File: src/rtl/rpbu_pkg.sv
// Package for the RGB pixel blend unit: payload structs, action codes,
// register indexes and fixed widths. No dependencies.
package rpbu_pkg;

    localparam int CHAN_W   = 8;
    localparam int ACTION_W = 3;
    localparam int GAIN_W   = 4;
    localparam int CFG_IDX_W = 2;

    localparam logic [ACTION_W-1:0] ACT_MULTIPLY = 3'd0;
    localparam logic [ACTION_W-1:0] ACT_SUBTRACT = 3'd1;
    localparam logic [ACTION_W-1:0] ACT_SCREEN   = 3'd2;
    localparam logic [ACTION_W-1:0] ACT_OVERLAY  = 3'd3;
    localparam logic [ACTION_W-1:0] ACT_GREEN_OFS = 3'd4;
    localparam logic [ACTION_W-1:0] ACT_RED_GAIN = 3'd5;

    localparam logic [CFG_IDX_W-1:0] REG_GREEN_OFFSET = 2'd0;
    localparam logic [CFG_IDX_W-1:0] REG_RED_GAIN     = 2'd1;

    localparam logic [CHAN_W-1:0] GREEN_OFFSET_RST = 8'd200;
    localparam logic [GAIN_W-1:0] RED_GAIN_RST     = 4'd4;
    localparam logic [CHAN_W-1:0] CHAN_MAX         = 8'd255;

    typedef struct packed {
        logic [ACTION_W-1:0] action;
        logic [CHAN_W-1:0]   a_red;
        logic [CHAN_W-1:0]   a_green;
        logic [CHAN_W-1:0]   a_blue;
        logic [CHAN_W-1:0]   b_red;
        logic [CHAN_W-1:0]   b_green;
        logic [CHAN_W-1:0]   b_blue;
    } t_blend_in;

    typedef struct packed {
        logic [CHAN_W-1:0] out_red;
        logic [CHAN_W-1:0] out_green;
        logic [CHAN_W-1:0] out_blue;
    } t_blend_out;

    typedef struct packed {
        logic [ACTION_W-1:0] action;
        logic [CHAN_W-1:0]   a_red;
        logic [CHAN_W-1:0]   a_green;
        logic [CHAN_W-1:0]   a_blue;
    } t_merge_ctl;

endpackage

File: src/rtl/rpbu_lane.sv
// One channel lane of the RGB pixel blend unit: registered 8x8 product,
// then a divide-by-255 with rounding. Depends on rpbu_pkg.
module rpbu_lane
    import rpbu_pkg::*;
(
    input  logic              i_clk,
    input  logic              i_en,
    input  logic [ACTION_W-1:0] i_action,
    input  logic [CHAN_W-1:0] i_a,
    input  logic [CHAN_W-1:0] i_b,
    output logic [CHAN_W-1:0] o_mix
);

    logic [2*CHAN_W-1:0] r_prod, n_prod;
    logic                r_dbl, n_dbl;
    logic                r_inv, n_inv;
    logic                r_is_sub, n_is_sub;
    logic [CHAN_W-1:0]   r_sub, n_sub;

    logic [CHAN_W-1:0] op_a, op_b;

    // Pick operands: screen and the upper overlay half work on complements.
    always_comb begin
        op_a     = i_a;
        op_b     = i_b;
        n_dbl    = 1'b0;
        n_inv    = 1'b0;
        n_is_sub = (i_action == ACT_SUBTRACT);
        n_sub    = (i_a > i_b) ? (i_a - i_b) : '0;
        case (i_action)
            ACT_SCREEN: begin
                op_a  = ~i_a;
                op_b  = ~i_b;
                n_inv = 1'b1;
            end
            ACT_OVERLAY: begin
                n_dbl = 1'b1;
                if (i_b[CHAN_W-1]) begin
                    op_a  = ~i_a;
                    op_b  = ~i_b;
                    n_inv = 1'b1;
                end
            end
            default: ;
        endcase
        n_prod = op_a * op_b;
    end

    always_ff @(posedge i_clk) begin
        if (i_en) begin
            r_prod   <= n_prod;
            r_dbl    <= n_dbl;
            r_inv    <= n_inv;
            r_is_sub <= n_is_sub;
            r_sub    <= n_sub;
        end
    end

    // floor((k*x + 255) / 510) == floor((k/2*x + 127) / 255).
    // Quotient estimate by x*257/65536 is low by at most one; fix with one compare.
    logic [17:0] num;
    logic [25:0] scaled;
    logic [9:0]  q_est;
    logic [17:0] rem;
    logic [9:0]  q_fix;
    logic [CHAN_W-1:0] q;

    always_comb begin
        num    = (r_dbl ? {1'b0, r_prod, 1'b0} : {2'b00, r_prod}) + 18'd127;
        scaled = {num, 8'd0} + {8'd0, num};
        q_est  = scaled[25:16];
        rem    = num - ({q_est, 8'd0} - {8'd0, q_est});
        q_fix  = (rem >= 18'd255) ? (q_est + 10'd1) : q_est;
        q      = q_fix[CHAN_W-1:0];
        if (r_is_sub) begin
            o_mix = r_sub;
        end else if (r_inv) begin
            o_mix = CHAN_MAX - q;
        end else begin
            o_mix = q;
        end
    end

endmodule

File: src/rtl/rpbu_merge.sv
// Merge stage of the RGB pixel blend unit: joins the lane results into one
// pixel and handles the actions on pixel A alone. Depends on rpbu_pkg.
module rpbu_merge
    import rpbu_pkg::*;
(
    input  t_merge_ctl        i_ctl,
    input  logic [CHAN_W-1:0] i_mix_red,
    input  logic [CHAN_W-1:0] i_mix_green,
    input  logic [CHAN_W-1:0] i_mix_blue,
    input  logic [CHAN_W-1:0] i_green_offset,
    input  logic [GAIN_W-1:0] i_red_gain,
    output t_blend_out        o_pix
);

    logic [CHAN_W:0]        green_sum;
    logic [CHAN_W+GAIN_W-1:0] red_prod;

    always_comb begin
        green_sum = {1'b0, i_ctl.a_green} + {1'b0, i_green_offset};
        red_prod  = i_ctl.a_red * i_red_gain;
        o_pix.out_red   = i_ctl.a_red;
        o_pix.out_green = i_ctl.a_green;
        o_pix.out_blue  = i_ctl.a_blue;
        unique case (i_ctl.action) inside
            ACT_MULTIPLY, ACT_SUBTRACT, ACT_SCREEN, ACT_OVERLAY: begin
                o_pix.out_red   = i_mix_red;
                o_pix.out_green = i_mix_green;
                o_pix.out_blue  = i_mix_blue;
            end
            ACT_GREEN_OFS: begin
                o_pix.out_green = green_sum[CHAN_W] ? CHAN_MAX : green_sum[CHAN_W-1:0];
            end
            ACT_RED_GAIN: begin
                o_pix.out_red  = (red_prod[CHAN_W+GAIN_W-1:CHAN_W] != '0)
                                 ? CHAN_MAX : red_prod[CHAN_W-1:0];
                o_pix.out_blue = '0;
            end
            default: ;  // undefined actions pass pixel A through
        endcase
    end

endmodule

File: src/rtl/rgb_pixel_blend_unit.sv
// RGB pixel blend unit top level: three channel lanes, merge stage, output
// register and configuration registers. Depends on rpbu_pkg, rpbu_lane, rpbu_merge.
//
// Blends two RGB pixels per transaction (multiply, subtract, screen, overlay)
// or adjusts pixel A alone (green offset, red gain). Throughput is one pixel
// per clock while the output is not stalled. The pipeline has two stages: the
// lane multipliers (one 8x8 product per channel) feed the stage-1 registers,
// and the divide-by-255, invert and merge logic feeds the output register,
// which drives output valid. Bubbles collapse, so input stall rises only when
// both stages hold a transaction and the output is stalled. Configuration
// writes are always accepted (ready tied high); write them only while idle.
// Index 0 is green_offset (reset 200), index 1 is red_gain (reset 4); other
// indexes are ignored.
module rgb_pixel_blend_unit
    import rpbu_pkg::*;
(
    input  logic                 i_clk,
    input  logic                 i_rst_n,
    input  logic                 i_in_valid,
    output logic                 o_in_stall,
    input  t_blend_in            i_in_data,
    output logic                 o_out_valid,
    input  logic                 i_out_stall,
    output t_blend_out           o_out_data,
    input  logic                 i_cfg_valid,
    output logic                 o_cfg_ready,
    input  logic [CFG_IDX_W-1:0] i_cfg_index,
    input  logic [CHAN_W-1:0]    i_cfg_data
);

    logic              r_v1, r_v2;
    t_merge_ctl        r_ctl1;
    t_blend_out        r_out;
    t_blend_out        n_out;
    logic [CHAN_W-1:0] r_green_offset;
    logic [GAIN_W-1:0] r_red_gain;
    logic              en1, en2;
    logic [CHAN_W-1:0] mix_red, mix_green, mix_blue;

    // Advance the output stage when it is empty or drained; advance stage 1
    // when it is empty or can move forward.
    assign en2 = !r_v2 || !i_out_stall;
    assign en1 = !r_v1 || en2;

    assign o_in_stall  = !en1;
    assign o_out_valid = r_v2;
    assign o_out_data  = r_out;
    assign o_cfg_ready = 1'b1;

    always_ff @(posedge i_clk) begin
        if (!i_rst_n) begin
            r_v1 <= 1'b0;
            r_v2 <= 1'b0;
        end else begin
            if (en1) begin
                r_v1 <= i_in_valid;
            end
            if (en2) begin
                r_v2 <= r_v1;
            end
        end
    end

    // Hold pixel A and the action alongside the lane products.
    always_ff @(posedge i_clk) begin
        if (en1) begin
            r_ctl1.action  <= i_in_data.action;
            r_ctl1.a_red   <= i_in_data.a_red;
            r_ctl1.a_green <= i_in_data.a_green;
            r_ctl1.a_blue  <= i_in_data.a_blue;
        end
        if (en2) begin
            r_out <= n_out;
        end
    end

    // Configuration registers; drop writes to unknown indexes.
    always_ff @(posedge i_clk) begin
        if (!i_rst_n) begin
            r_green_offset <= GREEN_OFFSET_RST;
            r_red_gain     <= RED_GAIN_RST;
        end else if (i_cfg_valid && o_cfg_ready) begin
            unique case (i_cfg_index)
                REG_GREEN_OFFSET: r_green_offset <= i_cfg_data;
                REG_RED_GAIN:     r_red_gain     <= i_cfg_data[GAIN_W-1:0];
                default: ;
            endcase
        end
    end

    rpbu_lane u_lane_red (
        .i_clk    (i_clk),
        .i_en     (en1),
        .i_action (i_in_data.action),
        .i_a      (i_in_data.a_red),
        .i_b      (i_in_data.b_red),
        .o_mix    (mix_red)
    );

    rpbu_lane u_lane_green (
        .i_clk    (i_clk),
        .i_en     (en1),
        .i_action (i_in_data.action),
        .i_a      (i_in_data.a_green),
        .i_b      (i_in_data.b_green),
        .o_mix    (mix_green)
    );

    rpbu_lane u_lane_blue (
        .i_clk    (i_clk),
        .i_en     (en1),
        .i_action (i_in_data.action),
        .i_a      (i_in_data.a_blue),
        .i_b      (i_in_data.b_blue),
        .o_mix    (mix_blue)
    );

    rpbu_merge u_merge (
        .i_ctl          (r_ctl1),
        .i_mix_red      (mix_red),
        .i_mix_green    (mix_green),
        .i_mix_blue     (mix_blue),
        .i_green_offset (r_green_offset),
        .i_red_gain     (r_red_gain),
        .o_pix          (n_out)
    );

endmodule
File: config.mk
export PLATFORM = sky130hd
export DESIGN_NAME = rgb_pixel_blend_unit
export DESIGN_NICKNAME = d
export VERILOG_FILES = /design/src/rtl/rpbu_pkg.sv /design/src/rtl/rpbu_lane.sv /design/src/rtl/rpbu_merge.sv /design/src/rtl/rgb_pixel_blend_unit.sv
export SDC_FILE = /design/constraint.sdc
export NUM_CORES = 1
export LEC_CHECK = 0
export BUFFER_PORTS_ARGS = -buffer_cell sky130_fd_sc_hd__buf_2
export CAP_MARGIN = 10
export CELL_PAD_IN_SITES_DETAIL_PLACEMENT = 2
export CELL_PAD_IN_SITES_GLOBAL_PLACEMENT = 2
export CORE_MARGIN = 5
export CORE_UTILIZATION = 43
export CTS_CLUSTER_DIAMETER = 60
export DETAILED_ROUTE_END_ITERATION = 16
export PLACE_DENSITY_LB_ADDON = 0.1
export REMOVE_ABC_BUFFERS = 1
export SETUP_SLACK_MARGIN = 0.4
export SLEW_MARGIN = 10
export SYNTH_ARGS = -nofsm -noshare
export SYNTH_HDL_FRONTEND = slang
export SYNTH_SLANG_ARGS = --single-unit
export TNS_END_PERCENT = 5
File: constraint.sdc
create_clock -name i_clk -period 15.1 [get_ports i_clk]
set_clock_uncertainty 0.2 [all_clocks]
set_input_delay 0 -clock i_clk [delete_from_list [all_inputs] [get_ports i_clk]]
set_output_delay 0 -clock i_clk [all_outputs]
set_load 0.02 [all_outputs]
==> results.yml, run 1 <==
worst_setup_path:
  cpMaxStageDelayCell: "nor4b_1"
  cp_max_fo: 52
  path_class: "flop to flop"
  cp.buffers_inverters: 4
  rr_worst_depth: 33
  crit_top_cell: "ha_1"
  slowest_delay_ps: 720
  arrival_ps: 10010
  cp-end-kind: "flop"
  worstSetupStartpoint: "u_lane_green.r_dbl"
  crit_family: "simple AND/OR/NAND/NOR gates"
  critPathLaunchType: "flop"
  rr_endpoint: "o_out_data[17]"
  required_ps: 15070
  r2r_slack_ps: 5060
  reg2reg_from: "u_lane_green.r_dbl"
routing:
  wl_met3_microns: 3810
  vias_per_cell: 6.08
  top_layer_used: "met5"
  drt-initial-drc-count: 1320
  wl_met2_microns: 44000
  vias: 21100
  dr.pass1.iters: 7
  ant_nets: 0
  drc: 0
  met1Wirelength_microns: 38400
  wl_microns: 89100
  wl_per_cell_microns: 25.7
floorplan:
  start_util_pct: 43.5
  rows: 83
  die_w_microns: 238
  dieHeight_microns: 238
  core_sq_mm: 0.0513
  die-area_sq_mm: 0.0565
  io_pins: 93
timing:
  tightest_slew_ps: 1200
  rsz0062_at_grt: "no"
  layout_setup_ws_ps: 5060
  slew_viol_final: 0
  setup_violations: 0
  timing.fmax_mhz: 99.6
  fin_crit_ps: 10040
  hold_viol_final: 0
  finalSetupTns_ps: 0
  relSlewSlack_pct: 19.7
  post-route-period-util_pct: 66.5
worst_hold_path:
  min_delay_worst_endpoint: "u_lane_red.r_sub[1]"
  hp-class: "primary input to flop"
  hold_path.startpoint: "i_in_data[17]"
  min_path_cells: 3
global_route:
  track_usage_pct: 31.0
  antenna_found_initial: 6
  grt_max_degree: 82
  grt_pass1_vias: 23500
  grt_pass1_wl_microns: 139000
  overflow: 0
logic_synthesis:
  ys_ff_latch: 142
  synth_area_leaders: "edfxtp_1, ha_1, fa_1"
  syn_inst: 2694
  async_reset_ff_share_pct: 0
  ys_warn_count: 0
  synth_top_area_cell: "edfxtp_1"
  yosysUniqueCellTypes: 98
  synth-edff-count: 128
  yosysTopAreaCellShare_pct: 17.2
  netlist_area_sq_mm: 0.0223
  synthFlopType: "edfxtp_1"
  yosysMostFrequentCell: "inv_1"
  synth_area_per_cell_sq_um: 8.27
  synth_commonest_cells: "inv_1, ha_1, nand2_1"
  seq_area_frac_synth_pct: 18.5
outcome:
  outcome: "completed"
layout:
  nFillCells: 5729
  area_delta_synth_final_pct: 9.68
  drive_gt1_share_pct: 7.40
  layout.nets: 3246
  fin_area_sq_mm: 0.0244
power_and_ir_drop:
  power.leakage_nw: 11.3
  ir_drop_mv: 0.128
  power_density_mw_per_mm2: 241
place:
  io_buffers: 91
  placed_area_sq_mm: 0.0233
  place_hpwl_microns: 64000
  place.gp.congestion: 0.873
  post-place-ws_ps: 5570
clock_tree:
  path_clk_slew_ps: 80
  ctsResizeCount: 0
  htree_levels: 4
  cts_buffers: 17
  cts-root-buf: "clkbuf_16"
  cts_tree: "yes"
  clock_path_buffers: 2
  cts.sinks: 142
  worstSkewPairLatency_ps: 470
flow_run:
  drv_cap: 0
==> registers in the layout (all words and copies together) (netlist names) <==
| register | flops |
|---|---|
| o_out_data | 24 |
| o_out_valid | 1 |
| r_ctl1 | 27 |
| r_green_offset | 8 |
| r_red_gain | 4 |
| r_v1 | 1 |
| u_lane_blue.r_inv | 1 |
| u_lane_blue.r_prod | 16 |
| u_lane_blue.r_sub | 8 |
| u_lane_green.r_dbl | 1 |
| u_lane_green.r_inv | 1 |
| u_lane_green.r_is_sub | 1 |
| u_lane_green.r_prod | 16 |
| u_lane_green.r_sub | 8 |
| u_lane_red.r_inv | 1 |
| u_lane_red.r_prod | 16 |
| u_lane_red.r_sub | 8 |
==> worst min-delay path, cell delays in order <==
cell and delay [ps]:
buf_2 290, fa_1 240, nor2_1 50
==> final cells by class <==
type                    count  area [sq um]  area share [%]
repair buffers            161          1130            4.62
clock buffers              18           429            1.76
diodes                      2          5.00          0.0205
well taps                 680           851            3.48
inverters                 344          1290            5.28
flip-flops and latches    142          4120            16.9
clock inverters            14           129           0.527
multi-input cells        2106         16500            67.5
==> stage by stage <==
step                total power [mW]  utilization [%]  hold WS (ps)  cells
global placement                4.96             45.4          12.3   3374
detailed placement              5.29             45.4          28.9   3374
global route                    6.38             47.7          89.3   3466
floorplan                       3.97                -          -138   2592
CTS                             5.80             47.6          2.94   3465
finish                          5.89             47.7          80.5   3467
==> logic make-up (layout without fill, tap and decap cells) <==
logic type                 after synthesis  count (layout)  synth area share, %
other                                    1               3               0.0168
muxes                                   63              63                 3.06
DFF                                    142             142                 18.5
buffers and inverters                  446             537                 7.66
AOI/OAI and AO/OA                      602             602                 17.0
and+or+nand+nor                        845             845                 19.1
xor gates and xnor gates               187             187                 7.38
adders and majority gates              408             408                 27.3
==> report_power, final <==
group,switching (mW),internal [mW]
clock,0.217,0.217
sequential,0.185,0.597
combinational,2.81,1.86
total,3.21,2.68
==> how the worst max path moves through the flow <==
stage	slack [ps]	endpoint	cells after the start
detailed placement	5570	o_out_data[17]	33
finish	5060	o_out_data[17]	33
floorplan	5030	o_out_data[17]	33
CTS	5390	o_out_data[17]	33
global route	4320	o_out_data[17]	35
global placement	6120	o_out_data[17]	35
==> routing by layer <==
layer / up-vias / track usage [%]
li1: 9499 / -
met2: 574 / 54.0
met1: 10800 / 39.8
met5: - / 0
met3: 178 / 4.19
met4: 10 / 10.1
==> repair_timing <==
action	in CTS	in global routing
endpoints found under the hold margin	51	0
setup buffers	0	0
hold buffers	59	0
==> placed cells by master, fill, tap and decap left out, types with 17 or more instances in the layout <==
cell type,Yosys,final
a21o_1,47,47
a21oi_1,180,180
and2_1,44,44
buf_2,8,91
clkbuf_16,0,17
dlygate4sd3_1,0,59
edfxtp_1,128,128
fa_1,130,130
ha_1,278,278
inv_1,342,342
mux2i_1,42,42
nand2_1,235,235
nand2b_1,43,43
nand3_1,72,71
nand4_1,31,31
nor2_1,184,184
nor2b_1,55,54
nor3_1,60,60
o211ai_1,17,17
o21a_1,19,19
o21ai_0,170,170
or2_2,20,20
or3_1,18,18
xnor2_1,140,140
xor2_1,46,46
No activity file was read; power rests on OpenSTA's default activity.
==> run 2: changes to the inputs <==
--- a/config.mk
+++ b/config.mk
@@ -5,12 +5,13 @@
 export SDC_FILE = /design/constraint.sdc
 export NUM_CORES = 1
 export LEC_CHECK = 0
+export ABC_AREA = 1
 export BUFFER_PORTS_ARGS = -buffer_cell sky130_fd_sc_hd__buf_2
 export CAP_MARGIN = 10
 export CELL_PAD_IN_SITES_DETAIL_PLACEMENT = 2
 export CELL_PAD_IN_SITES_GLOBAL_PLACEMENT = 2
 export CORE_MARGIN = 5
-export CORE_UTILIZATION = 43
+export CORE_UTILIZATION = 38
 export CTS_CLUSTER_DIAMETER = 60
 export DETAILED_ROUTE_END_ITERATION = 16
 export PLACE_DENSITY_LB_ADDON = 0.1
==> constraint.sdc (replaced) <==
create_clock -name i_clk -period 10.4 [get_ports i_clk]
set_clock_uncertainty 0.2 [all_clocks]
set_input_delay 0 -clock i_clk [delete_from_list [all_inputs] [get_ports i_clk]]
set_output_delay 0 -clock i_clk [all_outputs]
set_load 0.02 [all_outputs]
==> results.yml, run 2 <==
outcome:
  outcome: "completed"
floorplan:
  dieHeight_microns: 248
  start_util_pct: 38.3
  io_pins: 93
  die-area_sq_mm: 0.0617
  die_w_microns: 248
  core_sq_mm: 0.0564
  rows: 87
logic_synthesis:
  async_reset_ff_share_pct: 0
  synth_area_per_cell_sq_um: 7.35
  syn_inst: 2940
  synth_commonest_cells: "nand2_1, inv_1, nor2_1"
  synth_top_area_cell: "edfxtp_1"
  ys_ff_latch: 142
  netlist_area_sq_mm: 0.0216
  ys_warn_count: 0
  seq_area_frac_synth_pct: 19.1
  yosysUniqueCellTypes: 59
  synthFlopType: "edfxtp_1"
  yosysMostFrequentCell: "nand2_1"
  synth-edff-count: 128
  synth_area_leaders: "edfxtp_1, ha_1, fa_1"
  yosysTopAreaCellShare_pct: 17.8
global_route:
  overflow: 0
  grt_pass1_wl_microns: 129000
  grt_max_degree: 62
  grt_pass1_vias: 23300
  antenna_found_initial: 1
  track_usage_pct: 26.7
timing:
  tightest_slew_ps: 1210
  hold_viol_final: 0
  rsz0062_at_grt: "no"
  fin_crit_ps: 8420
  post-route-period-util_pct: 81.0
  relSlewSlack_pct: 19.1
  setup_violations: 0
  slew_viol_final: 0
  finalSetupTns_ps: 0
  timing.fmax_mhz: 119
place:
  place_hpwl_microns: 62600
  place.gp.congestion: 0.848
  placed_area_sq_mm: 0.0229
  io_buffers: 91
routing:
  vias: 20100
  dr.pass1.iters: 5
  wl_per_cell_microns: 21.0
  vias_per_cell: 5.22
  drc: 0
  ant_nets: 0
  drt-initial-drc-count: 749
  wl_microns: 81000
clock_tree:
  clock_path_buffers: 2
  path_clk_slew_ps: 70
  cts_tree: "yes"
  cts-root-buf: "clkbuf_16"
  htree_levels: 4
  ctsResizeCount: 0
  worstSkewPairLatency_ps: 480
  cts_buffers: 17
  cts.sinks: 142
flow_run:
  drv_cap: 0
layout:
  final_cell_mix: "nand2_1, inv_1, nor2_1"
  layout.nets: 3565
  regMostFlops: "r_ctl1"
  area_delta_synth_final_pct: 12.0
  drive_gt1_share_pct: 7.31
  fin_area_sq_mm: 0.0242
  layout_commonest_cell: "nand2_1"
  largest_reg_flops: 27
worst_setup_path:
  critPathLaunchType: "flop"
  path_class: "flop to flop"
  cp_max_fo: 58
  required_ps: 10410
  reg2reg_from: "u_lane_green.r_dbl"
  slowest_delay_ps: 530
  worstSetupStartpoint: "u_lane_green.r_dbl"
  cpMaxStageDelayCell: "buf_4"
  crit_top_cell: "nand2_1"
  arrival_ps: 8430
  cp-end-kind: "flop"
worst_hold_path:
  hold_path.startpoint: "i_in_data[15]"
  hp-class: "primary input to flop"
==> run 2: stage by stage <==
| step | utilization (%) | hold slack, ps | setup WS (ps) | cells |
|---|---|---|---|---|
| final | 42.9 | 32.7 | 1980 | 3861 |
| after global routing | 42.9 | 55.3 | 1240 | 3861 |
| after CTS | 42.9 | 6.86 | 1980 | 3860 |
| after detailed placement | 40.5 | -0.939 | 2050 | 3762 |
| after global placement | 40.5 | -4.08 | 2380 | 3762 |
| after floorplan | - | -116 | 2480 | 2907 |
==> run 2: path summary, 6_finish.rpt <==
check,end,slack (ps),cells after the start
max,o_out_data[12],1980,42
min,u_lane_green.r_sub[7],30,4
max reg2reg,o_out_data[12],1980,42
min reg2reg,o_out_data[6],330,2
==> run 2: cell type report <==
class	count	area (sq um)
Antenna cell	1	2.50
Clock buffer	18	429
Clock inverter	14	238
Fill cell	6680	32200
Inverter	581	2190
Multi-Input combinational cell	2184	15100
Sequential cell	142	4120
Tap cell	756	946
Timing Repair Buffer	165	1180
==> run 2: worst max-delay path, delay by kind of cell, from the launching register on <==
family | cells | cell delay [ps]
compound gates | 6 | 1210
xor+xnor | 1 | 140
fa+ha+maj | 5 | 1690
buf+inv | 7 | 1270
flops | 1 | 390
simple gates | 23 | 3250
==> run 2: repair_timing <==
item | in CTS | in global routing
hold buffers | 66 | 0
endpoints found under the hold margin | 82 | 0
setup buffers | 0 | 0
==> run 2: per-layer routing <==
metal	GRT usage [%]	routed length [microns]	up-vias
met5	0	0	-
li1	-	-	9609
met3	2.55	1780	153
met4	9.59	2810	0
met2	49.7	41900	295
met1	32.0	34500	10100
==> run 2: cells by family after synthesis <==
group / after synthesis / synth area share, %
AND/OR/NAND/NOR: 1262 / 25.0
adder cells (fa/ha/maj): 408 / 28.2
other: 1 / 0.0174
XOR/XNOR: 186 / 7.75
buffers and inverters: 614 / 11.1
AO/OA/AOI/OAI: 327 / 8.93
flip-flops: 142 / 19.1
Power of run 2 is not shown: default switching activity piles up to over one toggle a cycle in this logic, so the estimate is an artifact.
